<file path="config.mk">
export PLATFORM = sky130hd
export DESIGN_NAME = lsid_ctrl
export DESIGN_NICKNAME = d
export VERILOG_FILES = /design/src/hw/rtl/lsid_pkg.sv /design/src/hw/rtl/lsid_ctrl.sv
export SDC_FILE = /design/constraint.sdc
export NUM_CORES = 1
export LEC_CHECK = 0
export BUFFER_PORTS_ARGS = -buffer_cell sky130_fd_sc_hd__clkbuf_2
export CAP_MARGIN = 20
export CORE_AREA = 2 2 39 41
export CTS_CLUSTER_SIZE = 20
export DETAILED_ROUTE_END_ITERATION = 10
export DIE_AREA = 0 0 41 43
export GPL_ROUTABILITY_DRIVEN = 0
export HOLD_SLACK_MARGIN = 0.12
export PLACE_DENSITY_LB_ADDON = 0.3
export SLEW_MARGIN = 10
export SYNTH_ARGS = -nofsm -noshare
export SYNTH_HDL_FRONTEND = slang
export SYNTH_SLANG_ARGS = --single-unit
export TNS_END_PERCENT = 5
</file>
<file path="constraint.sdc">
create_clock -name clock -period 2.68 [get_ports clock]
set_input_delay 0.536 -clock clock [delete_from_list [all_inputs] [get_ports clock]]
set_output_delay 0.536 -clock clock [all_outputs]
set_load 0.01 [all_outputs]
</file>
<file path="src/hw/rtl/lsid_pkg.sv">
// ----------------------------------------------------------------------------
// lsid_pkg: shared definitions for the list set intersection/difference block
// Operation codes, field widths and the controller/datapath command and
// status types.
// ----------------------------------------------------------------------------
package lsid_pkg;

   localparam int LIST_DEPTH_DEF = 8;
   localparam int KEY_W          = 16;
   localparam int OP_W           = 3;

   localparam logic [OP_W-1:0] OP_INSERT    = 3'd0;
   localparam logic [OP_W-1:0] OP_LIST_B    = 3'd1;
   localparam logic [OP_W-1:0] OP_LIST_V    = 3'd2;
   localparam logic [OP_W-1:0] OP_PAIRS     = 3'd3;
   localparam logic [OP_W-1:0] OP_B_MINUS_V = 3'd4;
   localparam logic [OP_W-1:0] OP_V_MINUS_B = 3'd5;
   localparam logic [OP_W-1:0] OP_LIST_N    = 3'd6;

   typedef enum logic [2:0] {
      CMD_NONE,
      CMD_LOAD,
      CMD_INSERT,
      CMD_STEP,
      CMD_FINISH
   } cmd_type;

   typedef struct packed {
      logic out_free;
      logic scan_end;
      logic req_is_insert;
   } stat_type;

endpackage

</file>
<file path="src/hw/rtl/lsid_ctrl.sv">
// ----------------------------------------------------------------------------
// lsid_ctrl: sequencing state machine
// Accepts one request word at a time and steps the datapath through the
// insert, scan and final-result phases.
// ----------------------------------------------------------------------------
module lsid_ctrl import lsid_pkg::*; (
   input  logic     clock,
   input  logic     reset,
   input  logic     req_valid,
   output logic     req_ready,
   input  stat_type stat,
   output cmd_type  cmd
);

   typedef enum logic [3:0] {
      ST_IDLE   = 4'b0001,
      ST_INSERT = 4'b0010,
      ST_SCAN   = 4'b0100,
      ST_FINISH = 4'b1000
   } state_type;

   state_type state_ff;
   state_type state_in;

   always_comb begin
      state_in  = state_ff;
      cmd       = CMD_NONE;
      req_ready = 1'b0;
      case (state_ff)
         ST_IDLE: begin
            req_ready = 1'b1;
            if (req_valid) begin
               cmd      = CMD_LOAD;
               state_in = stat.req_is_insert ? ST_INSERT : ST_SCAN;
            end
         end
         ST_INSERT: begin
            if (stat.out_free) begin
               cmd      = CMD_INSERT;
               state_in = ST_IDLE;
            end
         end
         ST_SCAN: begin
            // The datapath holds its position by itself when a hit cannot
            // be passed on yet.
            if (stat.scan_end) begin
               state_in = ST_FINISH;
            end else begin
               cmd = CMD_STEP;
            end
         end
         ST_FINISH: begin
            if (stat.out_free) begin
               cmd      = CMD_FINISH;
               state_in = ST_IDLE;
            end
         end
         default: begin
            state_in = ST_IDLE;
         end
      endcase
   end

   always_ff @(posedge clock) begin
      if (reset) begin
         state_ff <= ST_IDLE;
      end else begin
         state_ff <= state_in;
      end
   end

endmodule

</file>
Word-level counts from Yosys, hierarchy flattened

Index checks and enable logic that the tools add are counted.
W data, S select, Z words.

RAM bits: 0
Bits of input ports: 6
Bits in latches: 0
Output and inout port bits: 4
Word-level logic and storage cells: 21
Bits in registers: 4
Memories: 0
Memory bits (read-only): 0

Order comparisons: 0
Divide/modulo/power cells: 0
Multiplexer cells: 11
Bitwise gates (word level): 0
Eq/ne operators: 7
Add/sub/neg operators: 0
Shifts and indexed selects: 0
Reductions and logical operators: 2
Multipliers: 0

Operators with widths:

| cell                 | number |
|---|---|
| $mux W4              | 3 |
| $pmux W3 S4          | 1 |
| $pmux W4 S3          | 1 |
| $mux W3              | 2 |
| $eq A4 B1 Y1 const B | 1 |
| $eq A4 B2 Y1 const B | 1 |
| $eq A4 B3 Y1 const B | 1 |
| $eq A4 B4 Y1 const B | 1 |
| $mux W2              | 2 |
| $ne A2 B2 Y1 const B | 2 |
| $reduce_and A3 Y1    | 1 |
| $mux W1              | 2 |
| $ne A2 B1 Y1 const B | 1 |
| $reduce_or A2 Y1     | 1 |

Depth between registers and ports, before layout

Depth in word-level cells: 4
Depth in mapped cells: 4
Depth with buffers taken out: 3

Worst setup path after synthesis

No wires, ideal clock.

Kind: input to output
Start point: input stat[1] in the netlist's numbering
End point: output cmd[0]
Required time: 2.144 ns
Arrival: 1.268 ns
Stages: 2
Buffers on the path: 0
Slack: 0.876 ns
Cell sequence: or3b_1 > a211oi_1

Cells in the longest elaborated chain, start to end: 2

Ends and longest elaborated chain:

| element            | line            | source |
|---|---|---|
| start: declaration | lsid_ctrl.sv:11 | `input stat_type stat,` |
| $mux W2            | lsid_ctrl.sv:46 | `if (stat.scan_end) begin` |
| $pmux W3 S4        | lsid_ctrl.sv:29 | `case (state_ff)` |
| end: declaration   | lsid_ctrl.sv:12 | `output cmd_type cmd` |

No other way between the ends.

Final worst setup path

Start point: register state_ff[2]
End point: output cmd[0]

Cells in the longest elaborated chain, start to end: 2
Elaborated cells between the ends (all ways): 5

Ends and longest elaborated chain:

| element                                    | line            | source |
|---|---|---|
| start: declaration                         | lsid_ctrl.sv:22 | `state_type state_ff;` |
| start signal: assignment                   | lsid_ctrl.sv:68 | `state_ff <= state_in;` |
| $eq A4 B4 Y1, or another cell as far along | lsid_ctrl.sv:29 |  |
| $pmux W3 S4 *                              | lsid_ctrl.sv:29 |  |

Mark *: on every way between the ends. The rest lies on a longest branch, timed or not.

==> impl_metrics.env <==
export IMPL_async_flop_share=0
export IMPL_setup_viol=0
export IMPL_synth_cells=32
export IMPL_worst_ep_arrival_time_ns=1.53
export IMPL_grt_usage=0.0934
export IMPL_fin_nets=48
export IMPL_synthTopCellsByCount="dfxtp_1, a21oi_1, nor3_1, nor4_1"
export IMPL_peakVddDrop_mv=0.101
export IMPL_path_clk_slew_ns=0.04
export IMPL_fin_cells=56
export IMPL_dp_cells=53
export IMPL_die_h_microns=43
export IMPL_clock_path_buffers=2
export IMPL_min_path_type="input port to register"
export IMPL_hold_buffers=0
export IMPL_period_share=0.770
export IMPL_min_period_ns=2.06
export IMPL_crit_fanout=10
export IMPL_largestRegisters="state_ff: 4 flops"
export IMPL_synth_top_area_frac=0.279
export IMPL_largest_register="state_ff"
export IMPL_cp_required_ns=2.14
export IMPL_synth_nets=38
export IMPL_outcome="finished, final reports clean"
export IMPL_crit_family="flip-flops"
export IMPL_yosys_cell_count_top_type="dfxtp_1"
export IMPL_rsz0062_at_grt="no"
export IMPL_clock_sinks=4
export IMPL_maxCapViolations=0
export IMPL_dr_pass1_iters=4
export IMPL_slew_headroom=0.704
export IMPL_ys_warn_count=0
export IMPL_grt_max_degree=12
export IMPL_rows=14
export IMPL_power_switching_w=0.0000436
export IMPL_grt_pass1_vias=252
export IMPL_hp_start="reset"
export IMPL_crit_type="register to output pin"
export IMPL_p_seq_frac=0.412
export IMPL_power_frac_clock=0.439
export IMPL_fp_dieArea_sq_um=1760
export IMPL_clock_skew_ns=0.00622
export IMPL_dieWidth_microns=41
export IMPL_leakage_nw=0.131
export IMPL_path_buf_inv=1
export IMPL_power_share_switching=0.257
export IMPL_p_int_w=0.000126
export IMPL_root_buffer="clkbuf_4"
export IMPL_r2r_start="state_ff[1]"
export IMPL_ys_seq_area_frac=0.279
export IMPL_area_growth_pct=21.0
export IMPL_initial_utilization=0.207
export IMPL_yosys_top_cells_area="dfxtp_1, a21oi_1, a2111oi_2, nor4b_2, nor4_1"
export IMPL_wirelength_microns=677
export IMPL_largest_register_ff_count=4
export IMPL_cp_end_kind="output pin"
export IMPL_netlist_area_sq_um=287
export IMPL_ant_nets=0
export IMPL_cts_resized=0
export IMPL_h_tree_depth=1
export IMPL_antenna_cells=0
export IMPL_drt_iter0_drc=8
export IMPL_drive_above_1_share=0.375
export IMPL_pwr_share_comb=0.149
export IMPL_slowest_delay_ns=0.48
export IMPL_start_kind="register"
export IMPL_syn_area_per_cell_sq_um=8.95
export IMPL_cts_tree="built"
export IMPL_synth_edff_count=0
export IMPL_antenna_found_initial=0
export IMPL_yosysTopAreaCell="dfxtp_1"
export IMPL_vias=280
export IMPL_num_fill_cells=160
export IMPL_hold_ws_ns=0.550
export IMPL_ys_ff_latch=4
export IMPL_startpoint="state_ff[2]"
export IMPL_yosys_cell_types_count=25
export IMPL_wl_per_cell_microns=12.1
export IMPL_tightest_slew_ns=0.433
export IMPL_worstPathCellList="or3b_1 > a211oi_1 > clkbuf_2"
export IMPL_drv_slew=0
export IMPL_synthFlopType="dfxtp_1"
export IMPL_grt_pass1_wl_mm=1.06
export IMPL_tns_ns=0
export IMPL_finalHoldViolations=0
export IMPL_p_per_area_nw_per_um2=490
export IMPL_cpMaxStageDelayCell="dfxtp_1"
export IMPL_fmax_ghz=0.485
export IMPL_core_area_sq_um=1380
export IMPL_grt_ovfl_total=0
export IMPL_clock_latency_ns=0.23
export IMPL_post_route_drc_count=0
export IMPL_numPortBuffers=9
export IMPL_avgViaCountPerCell=5.00
export IMPL_num_io_pins=10
export IMPL_postCtsSetupBuffers=0
export IMPL_cts_inserted_buffers=3
==> power by group through the flow <==
stage	Clock [W]	Combinational [W]	Sequential [W]
floorplan	0	0.0000229	0.0000643
global placement	0	0.0000258	0.0000707
detailed placement	0	0.0000257	0.0000708
CTS	0.0000774	0.0000259	0.0000699
global route	0.0000805	0.0000278	0.0000707
finish	0.0000744	0.0000253	0.0000699
==> layer usage <==
metal / track usage / vias up / part of all wire
li1: - / 140 / -
met1: 0.116 / 135 / 0.49
met2: 0.122 / 5 / 0.48
met3: 0.0471 / 0 / 0.025
met4: 0.0600 / 0 / 0
met5: 0 / - / 0
==> path summary, 6_finish.rpt <==
check,slack (ns),to,cells past startpoint
max,0.62,cmd[0],3
min,0.55,state_ff[1],2
max reg2reg,1.32,state_ff[1],2
min reg2reg,0.61,state_ff[1],1
==> worst reg2reg max path, cell delays in order, from the launching register on <==
cell and delay [ns]:
dfxtp_1 0.56, or3b_4 0.43, a2111oi_2 0.28
==> cells by family (layout without fill, tap and decap cells) <==
| logic type | after synthesis | count (layout) | synth area share |
|---|---|---|---|
| flops | 4 | 4 | 0.279 |
| buf+inv | 4 | 12 | 0.0960 |
| xor+xnor | 1 | 1 | 0.0306 |
| simple gates | 16 | 16 | 0.415 |
| compound gates | 7 | 7 | 0.179 |
==> cells in the final DEF (no fill, tap or decap) <==
master / count
a2111oi_0: 1
a2111oi_2: 1
a211oi_1: 1
a21oi_1: 3
and3b_1: 1
clkbuf_2: 9
clkbuf_4: 3
dfxtp_1: 4
nand2_1: 1
nand2b_1: 1
nand3b_1: 1
nand4b_1: 1
nor2_1: 1
nor2b_1: 1
nor3_1: 2
nor3b_1: 1
nor4_1: 2
nor4b_1: 1
nor4b_2: 1
o21ai_0: 1
or3b_1: 1
or3b_4: 1
xor2_1: 1
==> metrics by stage <==
step / area (sq um) / power (W) / util / worst slack (ns)
2_1_floorplan: 287 / 0.0000872 / - / 0.876
3_3_place_gp: 324 / 0.0000965 / 0.234 / 0.761
3_5_place_dp: 324 / 0.0000965 / 0.234 / 0.728
4_1_cts: 347 / 0.000173 / 0.250 / 0.591
5_1_grt: 347 / 0.000179 / 0.250 / 0.497
6_report: 347 / 0.000170 / 0.250 / 0.617
==> area by class of cell <==
type / instances / area (sq um) / share of cell area
Multi-Input combinational cell: 24 / 179 / 0.516
Clock buffer: 3 / 22.5 / 0.0650
Tap cell: 16 / 20.0 / 0.0578
Timing Repair Buffer: 9 / 45.0 / 0.130
Sequential cell: 4 / 80.1 / 0.231
No activity file was read; power rests on OpenSTA's default activity.
