`src/hw/rtl/lsid_pkg.sv`:
```
// ----------------------------------------------------------------------------
// lsid_pkg: shared definitions for the list set intersection/difference block
// Operation codes, field widths and the controller/datapath command and
// status types.
// ----------------------------------------------------------------------------
package lsid_pkg;

   localparam int LIST_DEPTH_DEF = 8;
   localparam int KEY_W          = 16;
   localparam int OP_W           = 3;

   localparam logic [OP_W-1:0] OP_INSERT    = 3'd0;
   localparam logic [OP_W-1:0] OP_LIST_B    = 3'd1;
   localparam logic [OP_W-1:0] OP_LIST_V    = 3'd2;
   localparam logic [OP_W-1:0] OP_PAIRS     = 3'd3;
   localparam logic [OP_W-1:0] OP_B_MINUS_V = 3'd4;
   localparam logic [OP_W-1:0] OP_V_MINUS_B = 3'd5;
   localparam logic [OP_W-1:0] OP_LIST_N    = 3'd6;

   typedef enum logic [2:0] {
      CMD_NONE,
      CMD_LOAD,
      CMD_INSERT,
      CMD_STEP,
      CMD_FINISH
   } cmd_type;

   typedef struct packed {
      logic out_free;
      logic scan_end;
      logic req_is_insert;
   } stat_type;

endpackage

```
`src/hw/rtl/lsid_datapath.sv`:
```
// ----------------------------------------------------------------------------
// lsid_datapath: key lists, scan indexes and response register
// Holds the three lists, runs one compare step per command and keeps the
// most recent hit back until it is known whether it is the last one.
// ----------------------------------------------------------------------------
module lsid_datapath import lsid_pkg::*; #(
   parameter int LIST_DEPTH = LIST_DEPTH_DEF
) (
   input  logic             clock,
   input  logic             reset,
   input  cmd_type          cmd,
   output stat_type         stat,
   input  logic [OP_W-1:0]  req_op,
   input  logic [KEY_W-1:0] req_roll,
   input  logic             req_likes_b,
   input  logic             req_likes_v,
   output logic             rsp_valid,
   input  logic             rsp_ready,
   output logic [KEY_W-1:0] rsp_value,
   output logic             rsp_has_value,
   output logic             rsp_final_flag,
   output logic             rsp_full_res
);

   localparam int IDX_W = (LIST_DEPTH > 1) ? $clog2(LIST_DEPTH) : 1;
   localparam int CNT_W = $clog2(LIST_DEPTH + 1);
   localparam logic [CNT_W-1:0] DEPTH_CNT = CNT_W'(LIST_DEPTH);

   typedef enum logic [1:0] {
      MODE_LIST,
      MODE_PAIRS,
      MODE_MINUS,
      MODE_NONE
   } mode_type;

   // List storage (written only at the fill count, while it is below the depth).
   logic [KEY_W-1:0] b_mem_ff [LIST_DEPTH];
   logic [KEY_W-1:0] v_mem_ff [LIST_DEPTH];
   logic [KEY_W-1:0] n_mem_ff [LIST_DEPTH];
   logic [CNT_W-1:0] b_cnt_ff, b_cnt_in;
   logic [CNT_W-1:0] v_cnt_ff, v_cnt_in;
   logic [CNT_W-1:0] n_cnt_ff, n_cnt_in;

   // Latched request.
   logic [OP_W-1:0]  op_ff, op_in;
   logic [KEY_W-1:0] key_ff, key_in;
   logic             lb_ff, lb_in;
   logic             lv_ff, lv_in;

   // Scan position.
   logic [CNT_W-1:0] i_ff, i_in;
   logic [CNT_W-1:0] j_ff, j_in;
   logic             found_ff, found_in;
   logic             pend_valid_ff, pend_valid_in;
   logic [KEY_W-1:0] pend_value_ff, pend_value_in;

   // Response register.
   logic             out_valid_ff, out_valid_in;
   logic [KEY_W-1:0] out_value_ff, out_value_in;
   logic             out_has_ff, out_has_in;
   logic             out_final_ff, out_final_in;
   logic             out_full_ff, out_full_in;

   logic             b_we, v_we, n_we;
   logic             b_drop, v_drop, n_drop;
   logic [IDX_W-1:0] b_raddr, v_raddr;
   logic [KEY_W-1:0] b_rd, v_rd, n_rd;
   mode_type         mode;
   logic [CNT_W-1:0] outer_cnt, inner_cnt;
   logic [KEY_W-1:0] outer_key, inner_key;
   logic [CNT_W-1:0] j_nxt;
   logic             j_valid, keys_eq, inner_last;
   logic             hit, adv_i, blocked, out_free;
   logic             push, push_has, push_final, push_full;
   logic [KEY_W-1:0] push_value;

   assign out_free = !out_valid_ff || rsp_ready;

   // Each list has a single read address.
   assign b_raddr = (op_ff == OP_V_MINUS_B) ? j_ff[IDX_W-1:0] : i_ff[IDX_W-1:0];
   assign v_raddr = (op_ff == OP_V_MINUS_B || op_ff == OP_LIST_V) ?
                    i_ff[IDX_W-1:0] : j_ff[IDX_W-1:0];
   assign b_rd = b_mem_ff[b_raddr];
   assign v_rd = v_mem_ff[v_raddr];
   assign n_rd = n_mem_ff[i_ff[IDX_W-1:0]];

   always_comb begin
      mode      = MODE_NONE;
      outer_cnt = '0;
      inner_cnt = '0;
      outer_key = b_rd;
      inner_key = v_rd;
      case (op_ff)
         OP_LIST_B: begin
            mode      = MODE_LIST;
            outer_cnt = b_cnt_ff;
         end
         OP_LIST_V: begin
            mode      = MODE_LIST;
            outer_cnt = v_cnt_ff;
            outer_key = v_rd;
         end
         OP_LIST_N: begin
            mode      = MODE_LIST;
            outer_cnt = n_cnt_ff;
            outer_key = n_rd;
         end
         OP_PAIRS: begin
            mode      = MODE_PAIRS;
            outer_cnt = b_cnt_ff;
            inner_cnt = v_cnt_ff;
         end
         OP_B_MINUS_V: begin
            mode      = MODE_MINUS;
            outer_cnt = b_cnt_ff;
            inner_cnt = v_cnt_ff;
         end
         OP_V_MINUS_B: begin
            mode      = MODE_MINUS;
            outer_cnt = v_cnt_ff;
            inner_cnt = b_cnt_ff;
            outer_key = v_rd;
            inner_key = b_rd;
         end
         default: begin
            mode = MODE_NONE;
         end
      endcase
   end

   assign j_nxt      = j_ff + CNT_W'(1);
   assign j_valid    = j_ff < inner_cnt;
   assign keys_eq    = j_valid && (outer_key == inner_key);
   assign inner_last = (inner_cnt == '0) || (j_nxt == inner_cnt);

   always_comb begin
      hit   = 1'b0;
      adv_i = 1'b1;
      case (mode)
         MODE_LIST: begin
            hit = 1'b1;
         end
         MODE_PAIRS: begin
            hit   = keys_eq;
            adv_i = inner_last;
         end
         MODE_MINUS: begin
            hit   = inner_last && !(found_ff || keys_eq);
            adv_i = inner_last;
         end
         default: begin
            hit = 1'b0;
         end
      endcase
   end

   assign blocked = hit && pend_valid_ff && !out_free;

   // Insert bookkeeping.
   assign b_drop = lb_ff && (b_cnt_ff == DEPTH_CNT);
   assign v_drop = lv_ff && (v_cnt_ff == DEPTH_CNT);
   assign n_drop = !lb_ff && !lv_ff && (n_cnt_ff == DEPTH_CNT);
   assign b_we   = (cmd == CMD_INSERT) && lb_ff && !b_drop;
   assign v_we   = (cmd == CMD_INSERT) && lv_ff && !v_drop;
   assign n_we   = (cmd == CMD_INSERT) && !lb_ff && !lv_ff && !n_drop;
   assign b_cnt_in = b_cnt_ff + CNT_W'(b_we);
   assign v_cnt_in = v_cnt_ff + CNT_W'(v_we);
   assign n_cnt_in = n_cnt_ff + CNT_W'(n_we);

   always_comb begin
      op_in         = op_ff;
      key_in        = key_ff;
      lb_in         = lb_ff;
      lv_in         = lv_ff;
      i_in          = i_ff;
      j_in          = j_ff;
      found_in      = found_ff;
      pend_valid_in = pend_valid_ff;
      pend_value_in = pend_value_ff;
      push          = 1'b0;
      push_value    = '0;
      push_has      = 1'b0;
      push_final    = 1'b0;
      push_full     = 1'b0;
      case (cmd)
         CMD_LOAD: begin
            op_in         = req_op;
            key_in        = req_roll;
            lb_in         = req_likes_b;
            lv_in         = req_likes_v;
            i_in          = '0;
            j_in          = '0;
            found_in      = 1'b0;
            pend_valid_in = 1'b0;
         end
         CMD_INSERT: begin
            push       = 1'b1;
            push_final = 1'b1;
            push_full  = b_drop || v_drop || n_drop;
         end
         CMD_STEP: begin
            if (!blocked) begin
               if (hit) begin
                  // The held hit is now known not to be the last one.
                  push          = pend_valid_ff;
                  push_value    = pend_value_ff;
                  push_has      = 1'b1;
                  pend_valid_in = 1'b1;
                  pend_value_in = outer_key;
               end
               if (adv_i) begin
                  i_in     = i_ff + CNT_W'(1);
                  j_in     = '0;
                  found_in = 1'b0;
               end else begin
                  j_in     = j_nxt;
                  found_in = found_ff || keys_eq;
               end
            end
         end
         CMD_FINISH: begin
            // Either the held hit, now marked last, or an empty marker.
            push          = 1'b1;
            push_value    = pend_valid_ff ? pend_value_ff : '0;
            push_has      = pend_valid_ff;
            push_final    = 1'b1;
            pend_valid_in = 1'b0;
         end
         default: begin
            push = 1'b0;
         end
      endcase
   end

   assign out_valid_in = push || (out_valid_ff && !rsp_ready);
   assign out_value_in = push ? push_value : out_value_ff;
   assign out_has_in   = push ? push_has   : out_has_ff;
   assign out_final_in = push ? push_final : out_final_ff;
   assign out_full_in  = push ? push_full  : out_full_ff;

   always_ff @(posedge clock) begin
      if (reset) begin
         b_cnt_ff      <= '0;
         v_cnt_ff      <= '0;
         n_cnt_ff      <= '0;
         pend_valid_ff <= 1'b0;
         out_valid_ff  <= 1'b0;
      end else begin
         b_cnt_ff      <= b_cnt_in;
         v_cnt_ff      <= v_cnt_in;
         n_cnt_ff      <= n_cnt_in;
         pend_valid_ff <= pend_valid_in;
         out_valid_ff  <= out_valid_in;
      end
   end

   always_ff @(posedge clock) begin
      op_ff         <= op_in;
      key_ff        <= key_in;
      lb_ff         <= lb_in;
      lv_ff         <= lv_in;
      i_ff          <= i_in;
      j_ff          <= j_in;
      found_ff      <= found_in;
      pend_value_ff <= pend_value_in;
      out_value_ff  <= out_value_in;
      out_has_ff    <= out_has_in;
      out_final_ff  <= out_final_in;
      out_full_ff   <= out_full_in;
      if (b_we) begin
         b_mem_ff[b_cnt_ff[IDX_W-1:0]] <= key_ff;
      end
      if (v_we) begin
         v_mem_ff[v_cnt_ff[IDX_W-1:0]] <= key_ff;
      end
      if (n_we) begin
         n_mem_ff[n_cnt_ff[IDX_W-1:0]] <= key_ff;
      end
   end

   assign stat.out_free      = out_free;
   assign stat.scan_end      = i_ff >= outer_cnt;
   assign stat.req_is_insert = req_op == OP_INSERT;

   assign rsp_valid      = out_valid_ff;
   assign rsp_value      = out_value_ff;
   assign rsp_has_value  = out_has_ff;
   assign rsp_final_flag = out_final_ff;
   assign rsp_full_res   = out_full_ff;

endmodule

```
`config.mk`:
```
export PLATFORM = sky130hd
export DESIGN_NAME = lsid_datapath
export DESIGN_NICKNAME = d
export VERILOG_FILES = /design/src/hw/rtl/lsid_pkg.sv /design/src/hw/rtl/lsid_datapath.sv
export SDC_FILE = /design/constraint.sdc
export NUM_CORES = 1
export LEC_CHECK = 0
export BUFFER_PORTS_ARGS = -buffer_cell sky130_fd_sc_hd__buf_2
export CAP_MARGIN = 20
export CORE_MARGIN = 5
export CORE_UTILIZATION = 55
export CTS_CLUSTER_SIZE = 28
export DETAILED_ROUTE_END_ITERATION = 16
export GPL_TIMING_DRIVEN = 0
export PLACE_DENSITY_LB_ADDON = 0.15
export SLEW_MARGIN = 20
export SYNTH_ARGS = -nofsm -noshare
export SYNTH_HDL_FRONTEND = slang
export SYNTH_SLANG_ARGS = --single-unit
```
`constraint.sdc`:
```
create_clock -name clock -period 5.2 [get_ports clock]
set_input_delay 1.04 -clock clock [delete_from_list [all_inputs] [get_ports clock]]
set_output_delay 1.04 -clock clock [all_outputs]
set_load 0.03 [all_outputs]
```
Word level (Yosys, flattened, before mapping). Memory sizes are Yosys's and may differ from the RTL's. A register that Yosys moved wholly into a read port is not among the register bits. Cells that the tools add are included.

Bits in registers: 79. Bits in writable memories: 384. Output and inout port bits: 23. Memories kept: 3.

Memories: b_mem_ff (words 8, width 16, read ports 1, clocked after Yosys merged registers in 0, write ports 1, line lsid_datapath.sv:37) `logic [KEY_W-1:0] b_mem_ff [LIST_DEPTH];`; n_mem_ff (words 8, width 16, read ports 1, clocked after Yosys merged registers in 1, write ports 1, line lsid_datapath.sv:39) `logic [KEY_W-1:0] n_mem_ff [LIST_DEPTH];`; v_mem_ff (words 8, width 16, read ports 1, clocked after Yosys merged registers in 0, write ports 1, line lsid_datapath.sv:38) `logic [KEY_W-1:0] v_mem_ff [LIST_DEPTH];`.

Mux-type cells: 39. $lt $le $gt $ge: 2. Reductions and logical operators: 49. Bitwise logic cells: 1. Add/subtract/negate cells: 5. Equal/unequal tests: 20.

Operator list (number): two-way mux 16 bit (4); one-hot mux 16 bit (2 select lines) (2); one-hot mux 4 bit (2 select lines) (3); equality test 16 bit (1); logical AND 1 bit (16); two-way mux 1 bit (16); two-way mux 4 bit (4); adder 4 x 1 -> 4 bit (3); equality test 3 x 2 -> 1 bit, second input constant (4); equality test 3 bit, second input constant (4); equality test 4 bit, second input constant (3); one-hot mux 4 bit (3 select lines) (1); OR reduction 2 bit (6); zero test 1 bit (9); two-way mux 3 bit (3); AND reduction 3 bit (3); adder 4 x 1 -> 4 bit, second input constant (2); one-hot mux 1 bit (2 select lines) (4); logical OR 1 bit (7); equality test 3 x 1 -> 1 bit, second input constant (2); != test 2 bit, second input constant (3); one-hot mux 2 bit (3 select lines) (1); OR reduction 3 bit (2); equality test 4 bit (1); other kinds (11) (12).

Longest topological paths before layout. Gate-level depths: netlist of the first run. An unclocked memory read counts as a cell.

Depth after elaboration: 16. Depth in mapped cells: 20.

Least setup slack after synthesis of the first run. Ideal clock, no wire load.

Kind: register to register. From: register op_ff[2]. To: register out_final_ff, in the netlist rsp_final_flag (enable). Clock period less this slack: 5.272 ns. Stages on the path, launching flop included: 16. Required time: 4.798 ns. Buffers on the path: 2. Slack: -0.072 ns. Data arrival time: 4.870 ns. Cell sequence: edfxtp_1 buf_6 or3b_4 a21oi_2 or2_1 buf_4 a2111oi_0 or4_4 xor2_1 o21ai_1 a21oi_1 or4_4 nor4b_4 mux2i_1 nand4_1 o22ai_1.

Word-level cells in the longest chain between the ends: 15. Elaborated cells on any way between the ends: 37.

RTL lines: start: declaration (line lsid_datapath.sv:45) `logic [OP_W-1:0] op_ff, op_in;`; start signal: assignment (line lsid_datapath.sv:258) `op_ff <= op_in;`; equality test 3 bit / equality test 3 x 2 -> 1 bit (equally long branches) (line lsid_datapath.sv:80, lsid_datapath.sv:81, lsid_datapath.sv:93); logical OR 1 bit (line lsid_datapath.sv:81) `assign v_raddr = (op_ff == OP_V_MINUS_B || op_ff == OP_LIST_V) ?`; two-way mux 3 bit (line lsid_datapath.sv:81); memory read (8 x 16 bit); one-hot mux 16 bit (2 select lines) / two-way mux 16 bit (equally long branches) (line lsid_datapath.sv:93) `case (op_ff)`; equality test 16 bit (line lsid_datapath.sv:133) `assign keys_eq = j_valid && (outer_key == inner_key);`; logical AND 1 bit (line lsid_datapath.sv:133); logical OR 1 bit (line lsid_datapath.sv:148) `hit = inner_last && !(found_ff || keys_eq);`; zero test 1 bit (line lsid_datapath.sv:148); logical AND 1 bit (line lsid_datapath.sv:148); one-hot mux 1 bit (3 select lines) (*) (line lsid_datapath.sv:139) `case (mode)`; logical AND 1 bit (2 in a row) (line lsid_datapath.sv:157) `assign blocked = hit && pend_valid_ff && !out_free;`; two-way mux 1 bit (*) (line lsid_datapath.sv:202) `if (!blocked) begin`; one-hot mux 1 bit (2 select lines) (*) (line lsid_datapath.sv:185) `case (cmd)`; net push (line lsid_datapath.sv:74) `logic push, push_has, push_final, push_full;`; end signal: assignment (line lsid_datapath.sv:268) `out_final_ff <= out_final_in;`; end: declaration (line lsid_datapath.sv:61) `logic out_final_ff, out_final_in;`.

Mark *: on every way through the listed nets, which the timed path passes. The rest lies on a longest branch. A chain may end at the register's enable or synchronous reset.

Final worst setup path of the first run.
From: register op_ff[2]. To: register out_value_ff[10], in the netlist rsp_value[10] (enable).

Word-level cells in the longest chain between the ends: 15. Elaborated cells on any way between the ends: 37.

RTL lines: equality test 3 bit / equality test 3 x 2 -> 1 bit (equally long branches) (line lsid_datapath.sv:80, lsid_datapath.sv:81, lsid_datapath.sv:93); logical OR 1 bit (line lsid_datapath.sv:81); two-way mux 3 bit (line lsid_datapath.sv:81); memory read (8 x 16 bit); one-hot mux 16 bit (2 select lines) / two-way mux 16 bit (equally long branches) (line lsid_datapath.sv:93); equality test 16 bit (line lsid_datapath.sv:133); logical AND 1 bit (line lsid_datapath.sv:133); logical OR 1 bit (line lsid_datapath.sv:148); zero test 1 bit (line lsid_datapath.sv:148); logical AND 1 bit (line lsid_datapath.sv:148); one-hot mux 1 bit (3 select lines) (*) (line lsid_datapath.sv:139); logical AND 1 bit (2 in a row) (line lsid_datapath.sv:157); two-way mux 1 bit (*) (line lsid_datapath.sv:202); one-hot mux 1 bit (2 select lines) (*) (line lsid_datapath.sv:185); net push (line lsid_datapath.sv:74); end signal: assignment (line lsid_datapath.sv:266) `out_value_ff <= out_value_in;`; end: declaration (line lsid_datapath.sv:59) `logic [KEY_W-1:0] out_value_ff, out_value_in;`.

Marks and branches as above.

==> impl_results.html, run 1 <==
<table>
<tr><th>Metric</th><th>Value</th></tr>
<tr><th colspan="2">Outcome</th></tr>
<tr><td>Result of the run</td><td>finished clean</td></tr>
<tr><th colspan="2">Routing</th></tr>
<tr><td>Via-to-Cell Ratio</td><td>6.24</td></tr>
<tr><td>First-iteration detailed-routing DRC count</td><td>1301</td></tr>
<tr><td>Met2 layer wire length in the routed design</td><td>23.9 mm</td></tr>
<tr><td>Remaining routing DRC violations</td><td>0</td></tr>
<tr><td>Mean routed wirelength per cell</td><td>26.0 um</td></tr>
<tr><td>Vias</td><td>12299</td></tr>
<tr><td>First-pass DRT Iterations</td><td>5</td></tr>
<tr><td>Highest routing layer actually used</td><td>met4</td></tr>
<tr><td>Number of nets with antenna violations after routing</td><td>0</td></tr>
<tr><td>Routed wire length</td><td>51.2 mm</td></tr>
<tr><td>Sum of met3 wire segment lengths after detailed routing</td><td>4.93 mm</td></tr>
<tr><td>Wire length on met1</td><td>approximately 21 mm</td></tr>
<tr><th colspan="2">Setup path</th></tr>
<tr><td>Kind of end point of the critical path</td><td>flop</td></tr>
<tr><td>Startpoint of the worst setup timing path</td><td>op_ff[2]$_DFFE_PP_</td></tr>
<tr><td>R2r startpoint</td><td>op_ff[2]$_DFFE_PP_</td></tr>
<tr><td>Critical-path maximum fanout</td><td>19</td></tr>
<tr><td>Element type at the critical path start</td><td>flop</td></tr>
<tr><td>Arr. time, crit path</td><td>5270 ps</td></tr>
<tr><td>Class of the most critical setup path</td><td>reg -&gt; reg</td></tr>
<tr><td>R2R depth</td><td>17</td></tr>
<tr><td>CP required</td><td>5480 ps</td></tr>
<tr><th colspan="2">Yosys</th></tr>
<tr><td>Syn_nets</td><td>1378</td></tr>
<tr><td>Dominant cell by count in the synthesized netlist</td><td>sky130_fd_sc_hd__edfxtp_1</td></tr>
<tr><td>Number of instances in the synthesized netlist</td><td>~1300</td></tr>
<tr><td>Top area cells in the synthesized netlist</td><td>sky130_fd_sc_hd__edfxtp_1, sky130_fd_sc_hd__mux4_2, sky130_fd_sc_hd__mux2i_1</td></tr>
<tr><td>Post-synth top area cell</td><td>sky130_fd_sc_hd__edfxtp_1</td></tr>
<tr><td>Synthesized area per cell</td><td>15.0 um2</td></tr>
<tr><td>Share of the synthesized area in the top cell type</td><td>67.5%</td></tr>
<tr><td>Mapped cell area</td><td>~20000 um2</td></tr>
<tr><td>Number of flip-flops and latches in the synthesized netlist</td><td>466</td></tr>
<tr><td>Warnings, synthesis</td><td>0</td></tr>
<tr><td>Commonest cells in the netlist</td><td>sky130_fd_sc_hd__edfxtp_1, sky130_fd_sc_hd__nand2_1, sky130_fd_sc_hd__mux2i_1, sky130_fd_sc_hd__nor2_1, sky130_fd_sc_hd__nand3_1</td></tr>
<tr><td>Share of synthesized area occupied by flip-flops and latches</td><td>69.2%</td></tr>
<tr><td>Post-synthesis async set-or-reset flop share</td><td>0%</td></tr>
<tr><td>Flip-flop cell with the highest count after synthesis</td><td>sky130_fd_sc_hd__edfxtp_1</td></tr>
<tr><td>Number of unique standard cell types used by synthesis</td><td>72</td></tr>
<tr><td>Number of synthesized flops with an enable pin</td><td>449</td></tr>
<tr><th colspan="2">Clock network</th></tr>
<tr><td>Clock latency at the later pin of the worst-skew pair</td><td>~600 ps</td></tr>
<tr><td>CTS clk-pin slew, worst paths</td><td>60 ps</td></tr>
<tr><td>Maximum root-to-sink buffer count</td><td>3</td></tr>
<tr><td>Number of sinks on the clock net</td><td>466</td></tr>
<tr><td>Max H-tree Level</td><td>2</td></tr>
<tr><td>Clock buffers created by TritonCTS</td><td>46</td></tr>
<tr><td>Clock root buffer</td><td>sky130_fd_sc_hd__clkbuf_16</td></tr>
<tr><td>TritonCTS clock tree</td><td>yes</td></tr>
<tr><td>CTS hold repair buffers</td><td>0</td></tr>
<tr><th colspan="2">Place</th></tr>
<tr><td>Final weighted congestion in routability-driven placement</td><td>a little under 0.9</td></tr>
<tr><td>Post-DP HPWL</td><td>35.5 mm</td></tr>
<tr><td>Area of placed instances</td><td>21300 um2</td></tr>
<tr><td>Buffers added on ports</td><td>48</td></tr>
<tr><th colspan="2">Power and ir drop</th></tr>
<tr><td>Largest voltage drop on the vdd net</td><td>0.363 mV</td></tr>
<tr><td>Pleak</td><td>around 8 nW</td></tr>
<tr><td>Power density over the cells</td><td>351 nW/um2</td></tr>
<tr><td>Overall Power</td><td>between 8 and 9 mW</td></tr>
<tr><th colspan="2">GRT</th></tr>
<tr><td>Via count of the first global-routing pass</td><td>12006</td></tr>
<tr><td>Global-route wire length before repair</td><td>76.2 mm</td></tr>
<tr><td>Global route total overflow</td><td>0</td></tr>
<tr><td>Largest net degree at the start of global routing</td><td>25</td></tr>
<tr><td>Number of antenna violations at the first check in global routing</td><td>0</td></tr>
<tr><td>All-layer global routing usage</td><td>about a quarter</td></tr>
<tr><th colspan="2">Floorplanning</th></tr>
<tr><td>Vertical die dimension</td><td>201 um</td></tr>
<tr><td>Count of boundary I/O pins</td><td>50</td></tr>
<tr><td>Num rows</td><td>69</td></tr>
<tr><td>Overall die width</td><td>approximately 200 um</td></tr>
<tr><td>Standard cell core area</td><td>35700 um2</td></tr>
<tr><td>Initial Util</td><td>a little under three fifths</td></tr>
<tr><td>Overall die area</td><td>40200 um2</td></tr>
<tr><th colspan="2">Finish</th></tr>
<tr><td>Nets</td><td>1521</td></tr>
<tr><td>Filler Cell Count</td><td>around 2600</td></tr>
<tr><td>Utilization of the core after routing</td><td>65.0%</td></tr>
<tr><td>Diode insertion count for antenna repair</td><td>0</td></tr>
<tr><td>Proportion of layout cells with a drive suffix above 1</td><td>23.5%</td></tr>
<tr><td>Final design instance area without fill</td><td>23200 um2</td></tr>
<tr><td>Layout overhead on the synthesized area</td><td>16.3%</td></tr>
<tr><th colspan="2">STA</th></tr>
<tr><td>Worst-Margin Slew</td><td>1150 ps</td></tr>
<tr><td>Final clock skew</td><td>20.9 ps</td></tr>
<tr><td>TNS Setup</td><td>0 ps</td></tr>
<tr><td>Worst slew margin relative to its limit</td><td>22.6%</td></tr>
<tr><td>Period utilization</td><td>96.0%</td></tr>
<tr><td>Fmax achieved</td><td>200 MHz</td></tr>
<tr><td>Time the final worst path needs with I/O delays and setup</td><td>4990 ps</td></tr>
<tr><td>Pins over their slew limit</td><td>0</td></tr>
<tr><td>Number of setup violations in the final report</td><td>0</td></tr>
<tr><td>Endpoints failing hold</td><td>0</td></tr>
<tr><th colspan="2">Hold path</th></tr>
<tr><td>Worst hold path stage count</td><td>1</td></tr>
<tr><td>Path type of the worst min-delay path</td><td>reg -&gt; reg</td></tr>
<tr><td>Hold path start</td><td>pend_value_ff[0]$_DFFE_PP_</td></tr>
<tr><th colspan="2">Job</th></tr>
<tr><td>Max-cap violations</td><td>0</td></tr>
</table>
state kept, by name, indices dropped and copies added, names as in the netlist, 3 cells and up, named ones only:
name,cells
b_mem_ff,128
n_mem_ff,128
v_mem_ff,128
key_ff,16
pend_value_ff,16
rsp_value,16
b_cnt_ff,4
i_ff,4
j_ff,4
n_cnt_ff,4
v_cnt_ff,4
op_ff,3
critical path: stages (launching register included):
cell                        delay (ps)
sky130_fd_sc_hd__edfxtp_1          380
sky130_fd_sc_hd__buf_6             160
sky130_fd_sc_hd__or3b_4            440
sky130_fd_sc_hd__a21oi_4           300
sky130_fd_sc_hd__or2_1             150
sky130_fd_sc_hd__buf_4             160
sky130_fd_sc_hd__a2111oi_0         110
sky130_fd_sc_hd__or4_4             620
sky130_fd_sc_hd__xor2_1            200
sky130_fd_sc_hd__o21ai_1           170
sky130_fd_sc_hd__a21oi_1            90
sky130_fd_sc_hd__or4_4             590
sky130_fd_sc_hd__nor4b_4           220
sky130_fd_sc_hd__buf_4             190
sky130_fd_sc_hd__mux2i_4           300
sky130_fd_sc_hd__nand4_1           220
sky130_fd_sc_hd__o22ai_4           190
sky130_fd_sc_hd__buf_12            190
per-stage QoR:
step / hold WS, ps / instances / setup WS (ps)
3_5_place_dp: 507 / 1879 / -1500
3_3_place_gp: 505 / 1841 / -1520
6_report: 519 / 1970 / 210
5_1_grt: 536 / 1970 / -33.2
2_1_floorplan: 492 / 1332 / 358
4_1_cts: 522 / 1964 / 2.49
what timing repair did:
action                     in CTS  in global routing
buffers inserted                4                  8
pin swaps                       1                  7
resized for setup              49                 62
setup endpoints to repair      66                 65
gates cloned                    0                  0
cells in the final DEF (no fill, tap or decap), drive strengths merged, types with 5 or more instances in the layout:
cell type,netlist,layout
nor2,67,67
mux4,46,46
o211ai,6,6
nor2b,17,17
a32oi,6,6
nor4,6,6
nand3,55,55
a21oi,43,43
a221oi,5,5
a2111oi,7,7
a211oi,17,17
nand2,140,140
bufinv,0,6
dfxtp,17,17
nand4,10,10
nor3,19,19
clkbuf,52,102
buf,23,117
xor2,16,16
a31oi,9,9
ha,19,19
o221ai,6,6
mux2,19,19
and2,22,22
nand2b,15,15
edfxtp,449,449
nor3b,7,7
and3,17,17
o21ai,34,34
mux2i,79,79
xnor2,17,17
inv,18,20
clkinv,0,22
a22oi,8,8
area by class of cell:
cell class	count	area [um2]	area share, %
clock buffers	49	1180	5.09
repair buffers	98	676	2.91
well taps	461	577	2.48
multi-input cells	773	6200	26.7
flip-flops and latches	466	13800	59.5
clock inverters	33	339	1.46
plain buffers	72	369	1.59
inverters	18	67.6	0.291
power by group:
group	internal [mW]	switching, mW	total, mW
Sequential	4.14	0.0585	4.20
Combinational	0.219	0.375	0.593
Clock	1.95	1.42	3.36
worst paths after layout:
path	endpoint	slack, ps
setup / recovery	rsp_value[10]$_DFFE_PP_	210
hold / removal	rsp_value[0]$_DFFE_PP_	520
setup reg to reg	rsp_value[10]$_DFFE_PP_	210
hold reg to reg	rsp_value[0]$_DFFE_PP_	520
cell families (layout without fill, tap and decap cells):
logic type,count (synthesis),count (layout),synth area share (%)
AOI/OAI and AO/OA,183,183,6.33
xor gates and xnor gates,33,33,1.45
adders and majority gates,19,19,1.19
buffers and inverters,93,270,1.90
DFF,466,466,69.2
muxes,144,144,10.3
and+or+nand+nor,394,394,9.65
layer usage:
layer  vias up  global-route usage [%]
met5         -                       0
met4         0                    7.06
met3        83                    6.11
met2       598                    39.7
met1      6161                    35.7
li1       5457                       -
No activity file was read; power rests on OpenSTA's default activity.
==> run 2, diff against run 1 <==
--- a/config.mk
+++ b/config.mk
@@ -5,8 +5,9 @@
 export SDC_FILE = /design/constraint.sdc
 export NUM_CORES = 1
 export LEC_CHECK = 0
+export ABC_AREA = 1
 export BUFFER_PORTS_ARGS = -buffer_cell sky130_fd_sc_hd__buf_2
-export CAP_MARGIN = 20
+export CAP_MARGIN = 10
 export CORE_MARGIN = 5
 export CORE_UTILIZATION = 55
 export CTS_CLUSTER_SIZE = 28
==> run 2 against run 1 <==
Effect of this change:
- non-clock buffer count down 20
- core utilization down 1.9 points
- power down 1.1%
- die area down 0.87%
- sequential share of layout area up 2.1 points
- maximum frequency up 4.4%
- clock power down 6.0%
- critical path depth down 6
- combinational power up 18%
- sequential power about the same
- worst setup slack better by 210 ps
- critical path type is now reg -> out
==> impl_results.html, run 2 <==
<table>
<tr><th>Metric</th><th>Value</th></tr>
<tr><th colspan="2">Outcome</th></tr>
<tr><td>Result of the run</td><td>finished clean</td></tr>
<tr><th colspan="2">Routing</th></tr>
<tr><td>Vias</td><td>between 10000 and 15000</td></tr>
<tr><td>Remaining routing DRC violations</td><td>0</td></tr>
<tr><td>Number of nets with antenna violations after routing</td><td>0</td></tr>
<tr><td>Routed wire length</td><td>52.7 mm</td></tr>
<tr><td>Mean routed wirelength per cell</td><td>22.5 um</td></tr>
<tr><td>First-pass DRT Iterations</td><td>6</td></tr>
<tr><td>First-iteration detailed-routing DRC count</td><td>about 1500</td></tr>
<tr><td>Via-to-Cell Ratio</td><td>5.87</td></tr>
<tr><th colspan="2">STA</th></tr>
<tr><td>Setup repair after global routing missed its margin</td><td>no</td></tr>
<tr><td>Worst-Margin Slew</td><td>between 1000 and 1500 ps</td></tr>
<tr><td>Worst Setup Slack, final</td><td>422 ps</td></tr>
<tr><td>TNS Setup</td><td>0 ps</td></tr>
<tr><td>Time the final worst path needs with I/O delays and setup</td><td>4780 ps</td></tr>
<tr><td>Pins over their slew limit</td><td>0</td></tr>
<tr><td>Fmax achieved</td><td>209 MHz</td></tr>
<tr><td>Period utilization</td><td>between 90% and 100%</td></tr>
<tr><td>Number of setup violations in the final report</td><td>0</td></tr>
<tr><td>Endpoints failing hold</td><td>0</td></tr>
<tr><td>Final clock skew</td><td>about 12 ps</td></tr>
<tr><td>Worst slew margin relative to its limit</td><td>24.2%</td></tr>
<tr><th colspan="2">Yosys</th></tr>
<tr><td>Share of the synthesized area in the top cell type</td><td>between 60% and 70%</td></tr>
<tr><td>Syn_nets</td><td>~1800</td></tr>
<tr><td>Post-synthesis async set-or-reset flop share</td><td>0%</td></tr>
<tr><td>Top area cells in the synthesized netlist</td><td>sky130_fd_sc_hd__edfxtp_1, sky130_fd_sc_hd__nand2_1, sky130_fd_sc_hd__nand3_1</td></tr>
<tr><td>Mapped cell area</td><td>19800 um2</td></tr>
<tr><td>Flip-flop cell with the highest count after synthesis</td><td>sky130_fd_sc_hd__edfxtp_1</td></tr>
<tr><td>Dominant cell by count in the synthesized netlist</td><td>sky130_fd_sc_hd__edfxtp_1</td></tr>
<tr><td>Number of instances in the synthesized netlist</td><td>1727</td></tr>
<tr><td>Number of synthesized flops with an enable pin</td><td>449</td></tr>
<tr><td>Share of synthesized area occupied by flip-flops and latches</td><td>69.8%</td></tr>
<tr><td>Number of flip-flops and latches in the synthesized netlist</td><td>466</td></tr>
<tr><td>Commonest cells in the netlist</td><td>sky130_fd_sc_hd__edfxtp_1, sky130_fd_sc_hd__nand2_1, sky130_fd_sc_hd__nand3_1, sky130_fd_sc_hd__nor2_1, sky130_fd_sc_hd__inv_1</td></tr>
<tr><td>Synthesized area per cell</td><td>11.5 um2</td></tr>
<tr><td>Warnings, synthesis</td><td>0</td></tr>
<tr><td>Number of unique standard cell types used by synthesis</td><td>41</td></tr>
<tr><td>Post-synth top area cell</td><td>sky130_fd_sc_hd__edfxtp_1</td></tr>
<tr><th colspan="2">Floorplanning</th></tr>
<tr><td>Count of boundary I/O pins</td><td>50</td></tr>
<tr><td>Num rows</td><td>69</td></tr>
<tr><td>Initial Util</td><td>between 50% and 60%</td></tr>
<tr><td>Standard cell core area</td><td>35600 um2</td></tr>
<tr><td>Overall die width</td><td>200 um</td></tr>
<tr><td>Vertical die dimension</td><td>200 um</td></tr>
<tr><td>Overall die area</td><td>roughly 40000 um2</td></tr>
<tr><th colspan="2">Clock network</th></tr>
<tr><td>Number of sinks on the clock net</td><td>466</td></tr>
<tr><td>Clock buffers created by TritonCTS</td><td>46</td></tr>
<tr><td>CTS hold repair buffers</td><td>0</td></tr>
<tr><td>Max H-tree Level</td><td>2</td></tr>
<tr><td>Post-CTS setup buffers</td><td>0</td></tr>
<tr><td>Clock latency at the later pin of the worst-skew pair</td><td>approximately 600 ps</td></tr>
<tr><td>Resized cells post-CTS</td><td>0</td></tr>
<tr><td>TritonCTS clock tree</td><td>yes</td></tr>
<tr><td>CTS clk-pin slew, worst paths</td><td>60 ps</td></tr>
<tr><td>Maximum root-to-sink buffer count</td><td>3</td></tr>
<tr><td>Clock root buffer</td><td>sky130_fd_sc_hd__clkbuf_16</td></tr>
<tr><th colspan="2">Hold path</th></tr>
<tr><td>Path type of the worst min-delay path</td><td>reg -&gt; reg</td></tr>
<tr><th colspan="2">GRT</th></tr>
<tr><td>Number of antenna violations at the first check in global routing</td><td>3</td></tr>
<tr><td>Global-route wire length before repair</td><td>77.8 mm</td></tr>
<tr><td>Global route total overflow</td><td>0</td></tr>
<tr><td>Via count of the first global-routing pass</td><td>13018</td></tr>
<tr><td>All-layer global routing usage</td><td>26.5%</td></tr>
<tr><td>Largest net degree at the start of global routing</td><td>25</td></tr>
<tr><th colspan="2">Place</th></tr>
<tr><td>Buffers added on ports</td><td>48</td></tr>
<tr><td>Worst slack, placed</td><td>666 ps</td></tr>
<tr><td>Total placed cells including tap cells</td><td>around 2300</td></tr>
<tr><td>Final weighted congestion in routability-driven placement</td><td>approximately 0.93</td></tr>
<tr><td>Post-DP HPWL</td><td>36.5 mm</td></tr>
<tr><th colspan="2">Power and ir drop</th></tr>
<tr><td>Pleak</td><td>8.28 nW</td></tr>
<tr><td>Power density over the cells</td><td>about 360 nW/um2</td></tr>
<tr><td>Largest voltage drop on the vdd net</td><td>0.359 mV</td></tr>
<tr><td>Overall Power</td><td>roughly 8 mW</td></tr>
<tr><th colspan="2">Setup path</th></tr>
<tr><td>Class of the most critical setup path</td><td>reg -&gt; out</td></tr>
<tr><td>CP required</td><td>4160 ps</td></tr>
<tr><td>Chain of cells forming the critical path</td><td>nor2_1 -&gt; inv_1 -&gt; nor2_2 -&gt; clkbuf_1 -&gt; inv_1 -&gt; o22ai_1 -&gt; a21oi_1 -&gt; ha_1 -&gt; a21oi_1 -&gt; nand3_1 -&gt; buf_2</td></tr>
<tr><td>Largest incremental delay on the critical path</td><td>560 ps</td></tr>
<tr><td>Kind of end point of the critical path</td><td>primary output</td></tr>
<tr><td>Standard cell with the maximum stage delay on the critical path</td><td>sky130_fd_sc_hd__clkbuf_1</td></tr>
<tr><td>Critical-path maximum fanout</td><td>10</td></tr>
<tr><td>Arr. time, crit path</td><td>3740 ps</td></tr>
<tr><td>Element type at the critical path start</td><td>flop</td></tr>
<tr><th colspan="2">Finish</th></tr>
<tr><td>Proportion of layout cells with a drive suffix above 1</td><td>13.1%</td></tr>
<tr><td>Filler Cell Count</td><td>2773</td></tr>
<tr><td>Non-filler cells in the finished layout</td><td>2340</td></tr>
<tr><td>Layout overhead on the synthesized area</td><td>13.4%</td></tr>
<tr><td>Nets</td><td>approximately 1900</td></tr>
<tr><td>Diode insertion count for antenna repair</td><td>0</td></tr>
<tr><td>Leading cell type in the layout, fill and taps excluded</td><td>sky130_fd_sc_hd__edfxtp_1</td></tr>
<tr><td>Most frequent cells in the layout</td><td>sky130_fd_sc_hd__edfxtp_1, sky130_fd_sc_hd__nand2_1, sky130_fd_sc_hd__nand3_1</td></tr>
<tr><td>Utilization of the core after routing</td><td>63.1%</td></tr>
<tr><th colspan="2">Job</th></tr>
<tr><td>Max-cap violations</td><td>0</td></tr>
</table>
## run 2: cell type report
class / instances / area, um2 / share of cell area [%]
Buffer: 77 / 414 / 1.85
Timing Repair Buffer: 73 / 594 / 2.65
Sequential cell: 466 / 13800 / 61.6
Clock buffer: 56 / 1190 / 5.30
Tap cell: 461 / 577 / 2.57
Inverter: 113 / 424 / 1.89
Clock inverter: 23 / 225 / 1.00
Multi-Input combinational cell: 1071 / 5200 / 23.2
## run 2: worst max-delay path: cells and delay by family, from the launching register on
kind,cells,cell delay (ps)
buffers and inverters,4,1060
AO/OA/AOI/OAI,3,390
adder cells (fa/ha/maj),1,310
AND/OR/NAND/NOR,3,850
flip-flops,1,540
## run 2: path summary, 6_finish.rpt
kind                           from                           to  slack (ps)  cells after the start
max              op_ff[0]$_DFFE_PP_                      stat[1]         420                     11
min          n_cnt_ff[3]$_SDFF_PP0_       n_cnt_ff[3]$_SDFF_PP0_         520                      2
max reg2reg      op_ff[0]$_DFFE_PP_  pend_value_ff[12]$_DFFE_PP_         500                     23
min reg2reg  n_cnt_ff[3]$_SDFF_PP0_       n_cnt_ff[3]$_SDFF_PP0_         520                      2
## run 2: where the power goes
| group | leakage (nW) | internal (mW) | switching, mW |
|---|---|---|---|
| clock network | 0.694 | 1.78 | 1.38 |
| registers | 4.20 | 4.15 | 0.0618 |
| logic | 3.39 | 0.199 | 0.500 |
## run 2: kinds of logic (layout without fill, tap and decap cells)
family / Yosys count / count (layout) / share of synthesized area [%]
DFF: 466 / 466 / 69.8
AOI/OAI and AO/OA: 160 / 160 / 5.22
buffers and inverters: 190 / 342 / 4.24
adders and majority gates: 19 / 19 / 1.20
xor gates and xnor gates: 8 / 8 / 0.354
and+or+nand+nor: 884 / 884 / 19.1
## run 2: layer usage
metal	vias up	track usage, %	part of all wire, %	wire length, um
met2	650	41.5	46	24300
met1	6627	37.5	40	21300
met4	0	10.8	3.9	2080
met5	-	0	0	0
li1	6344	-	-	-
met3	122	4.38	9.4	4940
## run 2: stage by stage
stage	instance area, um2	hold slack, ps
floorplan	19800	466
global placement	20600	496
detailed placement	21000	510
CTS	22400	518
global route	22400	541
finish	22400	520
==> run 3, diff against run 2 <==
--- a/config.mk
+++ b/config.mk
@@ -6,13 +6,12 @@
 export NUM_CORES = 1
 export LEC_CHECK = 0
 export ABC_AREA = 1
-export BUFFER_PORTS_ARGS = -buffer_cell sky130_fd_sc_hd__buf_2
+export BUFFER_PORTS_ARGS = -buffer_cell sky130_fd_sc_hd__clkbuf_2
 export CAP_MARGIN = 10
 export CORE_MARGIN = 5
-export CORE_UTILIZATION = 55
+export CORE_UTILIZATION = 56
 export CTS_CLUSTER_SIZE = 28
 export DETAILED_ROUTE_END_ITERATION = 16
-export GPL_TIMING_DRIVEN = 0
 export PLACE_DENSITY_LB_ADDON = 0.15
 export SLEW_MARGIN = 20
 export SYNTH_ARGS = -nofsm -noshare
==> run 3 against run 2 <==
Effect of this change:
- sequential share of layout area grew 0.69 points
- global-route usage shrank 0.70 points
- flip-flop and latch count is the same
- final cell count shrank 2.1%
- register-to-register slack gained 400 ps
- worst hold slack gained 18 ps
- die area shrank 1.7%
- worst setup slack gained 470 ps
- sequential power is essentially flat
- clock-buffer cell count grew 8
- core utilization grew 0.85 points
- power grew 1.5%
==> impl_results.html, run 3 (synthesis results as in run 2) <==
<table>
<tr><th>Metric</th><th>Value</th></tr>
<tr><th colspan="2">Clock network</th></tr>
<tr><td>Number of sinks on the clock net</td><td>466</td></tr>
<tr><td>Resized cells post-CTS</td><td>0</td></tr>
<tr><td>TritonCTS clock tree</td><td>yes</td></tr>
<tr><td>Clock latency at the later pin of the worst-skew pair</td><td>580 ps</td></tr>
<tr><td>CTS hold repair buffers</td><td>0</td></tr>
<tr><td>Clock buffers created by TritonCTS</td><td>47</td></tr>
<tr><td>Maximum root-to-sink buffer count</td><td>3</td></tr>
<tr><td>Max H-tree Level</td><td>2</td></tr>
<tr><td>CTS clk-pin slew, worst paths</td><td>60 ps</td></tr>
<tr><td>Post-CTS setup buffers</td><td>0</td></tr>
<tr><td>Clock root buffer</td><td>sky130_fd_sc_hd__clkbuf_16</td></tr>
<tr><th colspan="2">GRT</th></tr>
<tr><td>Via count of the first global-routing pass</td><td>12476</td></tr>
<tr><td>Global-route wire length before repair</td><td>75.6 mm</td></tr>
<tr><td>Number of antenna violations at the first check in global routing</td><td>4</td></tr>
<tr><td>Largest net degree at the start of global routing</td><td>65</td></tr>
<tr><td>All-layer global routing usage</td><td>25.8%</td></tr>
<tr><td>Global route total overflow</td><td>0</td></tr>
<tr><th colspan="2">Power and ir drop</th></tr>
<tr><td>Combinational share of power</td><td>8.1%</td></tr>
<tr><td>Largest voltage drop on the vdd net</td><td>0.335 mV</td></tr>
<tr><td>P_int</td><td>6.28 mW</td></tr>
<tr><td>Net Switching</td><td>1.91 mW</td></tr>
<tr><td>Overall Power</td><td>8.19 mW</td></tr>
<tr><td>Reg power frac</td><td>51.3%</td></tr>
<tr><td>Pleak</td><td>8.21 nW</td></tr>
<tr><td>Power density over the cells</td><td>369 nW/um2</td></tr>
<tr><td>Clock share of power</td><td>40.5%</td></tr>
<tr><td>Switching share of power</td><td>23.4%</td></tr>
<tr><th colspan="2">Place</th></tr>
<tr><td>Post-DP HPWL</td><td>~32 mm</td></tr>
<tr><td>Area of placed instances</td><td>20600 um2</td></tr>
<tr><td>Final weighted congestion in routability-driven placement</td><td>0.941</td></tr>
<tr><td>Buffers added on ports</td><td>49</td></tr>
<tr><th colspan="2">Routing</th></tr>
<tr><td>First-iteration detailed-routing DRC count</td><td>around 1500</td></tr>
<tr><td>Mean routed wirelength per cell</td><td>around 22 um</td></tr>
<tr><td>Via-to-Cell Ratio</td><td>5.84</td></tr>
<tr><td>Routed wire length</td><td>50.4 mm</td></tr>
<tr><td>Remaining routing DRC violations</td><td>0</td></tr>
<tr><td>Vias</td><td>13370</td></tr>
<tr><td>Number of nets with antenna violations after routing</td><td>0</td></tr>
<tr><td>First-pass DRT Iterations</td><td>6</td></tr>
<tr><th colspan="2">Finish</th></tr>
<tr><td>Nets</td><td>1847</td></tr>
<tr><td>Diode insertion count for antenna repair</td><td>0</td></tr>
<tr><td>Proportion of layout cells with a drive suffix above 1</td><td>11.2%</td></tr>
<tr><td>Leading cell type in the layout, fill and taps excluded</td><td>sky130_fd_sc_hd__edfxtp_1</td></tr>
<tr><td>Final design instance area without fill</td><td>around 22000 um2</td></tr>
<tr><td>Filler Cell Count</td><td>2668</td></tr>
<tr><td>Footprint of the flip-flops and latches</td><td>13800 um2</td></tr>
<tr><td>Total area of multi-input combinational cells</td><td>~5100 um2</td></tr>
<tr><td>Most frequent cells in the layout</td><td>sky130_fd_sc_hd__edfxtp_1, sky130_fd_sc_hd__nand2_1, sky130_fd_sc_hd__nand3_1</td></tr>
<tr><td>Layout overhead on the synthesized area</td><td>12.2%</td></tr>
<tr><th colspan="2">Floorplanning</th></tr>
<tr><td>Initial Util</td><td>57.0%</td></tr>
<tr><td>Overall die area</td><td>39200 um2</td></tr>
<tr><td>Standard cell core area</td><td>34700 um2</td></tr>
<tr><td>Count of boundary I/O pins</td><td>50</td></tr>
<tr><td>Num rows</td><td>68</td></tr>
<tr><td>Vertical die dimension</td><td>198 um</td></tr>
<tr><td>Overall die width</td><td>about 200 um</td></tr>
<tr><th colspan="2">STA</th></tr>
<tr><td>Worst-Margin Slew</td><td>1110 ps</td></tr>
<tr><td>Worst slew margin relative to its limit</td><td>25.9%</td></tr>
<tr><td>Setup repair after global routing missed its margin</td><td>no</td></tr>
<tr><td>Period utilization</td><td>82.8%</td></tr>
<tr><td>TNS Setup</td><td>0 ps</td></tr>
<tr><td>Number of setup violations in the final report</td><td>0</td></tr>
<tr><td>Time the final worst path needs with I/O delays and setup</td><td>4300 ps</td></tr>
<tr><td>Fmax achieved</td><td>232 MHz</td></tr>
<tr><td>Post-Route Hold Slack</td><td>538 ps</td></tr>
<tr><td>Endpoints failing hold</td><td>0</td></tr>
<tr><td>Pins over their slew limit</td><td>0</td></tr>
<tr><td>Final clock skew</td><td>19.9 ps</td></tr>
<tr><th colspan="2">Setup path</th></tr>
<tr><td>Element type at the critical path start</td><td>flop</td></tr>
<tr><td>Kind of end point of the critical path</td><td>flop</td></tr>
<tr><td>Class of the most critical setup path</td><td>reg -&gt; reg</td></tr>
<tr><td>Critical-path maximum fanout</td><td>29</td></tr>
<tr><td>CP required</td><td>5400 ps</td></tr>
<tr><td>Arr. time, crit path</td><td>about 4500 ps</td></tr>
<tr><th colspan="2">Outcome</th></tr>
<tr><td>Result of the run</td><td>finished clean</td></tr>
<tr><th colspan="2">Hold path</th></tr>
<tr><td>Path type of the worst min-delay path</td><td>reg -&gt; reg</td></tr>
<tr><th colspan="2">Job</th></tr>
<tr><td>Max-cap violations</td><td>0</td></tr>
</table>
-- run 3: cell count changes in the layout (fill, tap and decap cells not counted), sizes merged --
cell    delta
clkinv     -4
inv        -1
buf       -71
bufinv     +1
clkbuf    +31
-- run 3: cell type report --
| cell class | count | area share [%] |
|---|---|---|
| flip-flops and latches | 466 | 62.3 |
| repair buffers | 102 | 3.28 |
| clock buffers | 64 | 5.82 |
| inverters | 113 | 1.91 |
| clock inverters | 19 | 0.981 |
| well taps | 455 | 2.56 |
| multi-input cells | 1071 | 23.2 |
-- run 3: layer usage --
layer	GRT usage, %	vias up	wire, um
met3	3.34	94	3970
met4	8.65	2	1580
met1	36.9	6427	20800
met2	41.7	614	24100
met5	0	-	20
li1	-	6233	-
-- run 3: final timing paths --
kind,start,end,slack [ps],depth (start not counted)
worst max register to register,op_ff[2]$_DFFE_PP_,pend_value_ff[10]$_DFFE_PP_,900,23
worst min register to register,pend_valid_ff$_SDFFE_PP0P_,pend_valid_ff$_SDFFE_PP0P_,540,2
worst max-delay path,op_ff[2]$_DFFE_PP_,pend_value_ff[10]$_DFFE_PP_,900,23
worst min-delay path,pend_valid_ff$_SDFFE_PP0P_,pend_valid_ff$_SDFFE_PP0P_,540,2
-- run 3: power groups by stage --
stage	combinational, mW	sequential, mW	clock [mW]
6_report	0.667	4.21	3.32
5_1_grt	0.733	4.21	3.51
2_1_floorplan	0.429	4.27	0
4_1_cts	0.651	4.21	3.35
3_3_place_gp	0.642	4.29	0
3_5_place_dp	0.648	4.29	0
-- run 3: through the flow --
step / util (%) / cells / setup WS (ps)
after floorplan: - / 1727 / 1570
after global placement: 59.4 / 2204 / 1060
after detailed placement: 59.4 / 2204 / 1010
after CTS: 63.8 / 2287 / 950
after global routing: 63.9 / 2290 / 536
final: 63.9 / 2290 / 895
-- run 3: worst max-delay path, stage by stage (launching register included) --
cell	delay (ps)
sky130_fd_sc_hd__edfxtp_1	450
sky130_fd_sc_hd__inv_1	130
sky130_fd_sc_hd__nor2_1	230
sky130_fd_sc_hd__nand3_1	130
sky130_fd_sc_hd__nand2_2	510
sky130_fd_sc_hd__buf_4	360
sky130_fd_sc_hd__nand2_1	80
sky130_fd_sc_hd__nand3_1	90
sky130_fd_sc_hd__nand3_1	160
sky130_fd_sc_hd__nand3_1	140
sky130_fd_sc_hd__nand2_1	100
sky130_fd_sc_hd__nand2_1	70
sky130_fd_sc_hd__nand2_1	60
sky130_fd_sc_hd__nor2_1	160
sky130_fd_sc_hd__nand2_1	80
sky130_fd_sc_hd__nor2_1	200
sky130_fd_sc_hd__nand3_1	110
sky130_fd_sc_hd__nand2_1	70
sky130_fd_sc_hd__inv_1	40
sky130_fd_sc_hd__nand2_2	60
sky130_fd_sc_hd__nand2_1	60
sky130_fd_sc_hd__a21oi_2	120
sky130_fd_sc_hd__nand2_2	60
sky130_fd_sc_hd__inv_1	430
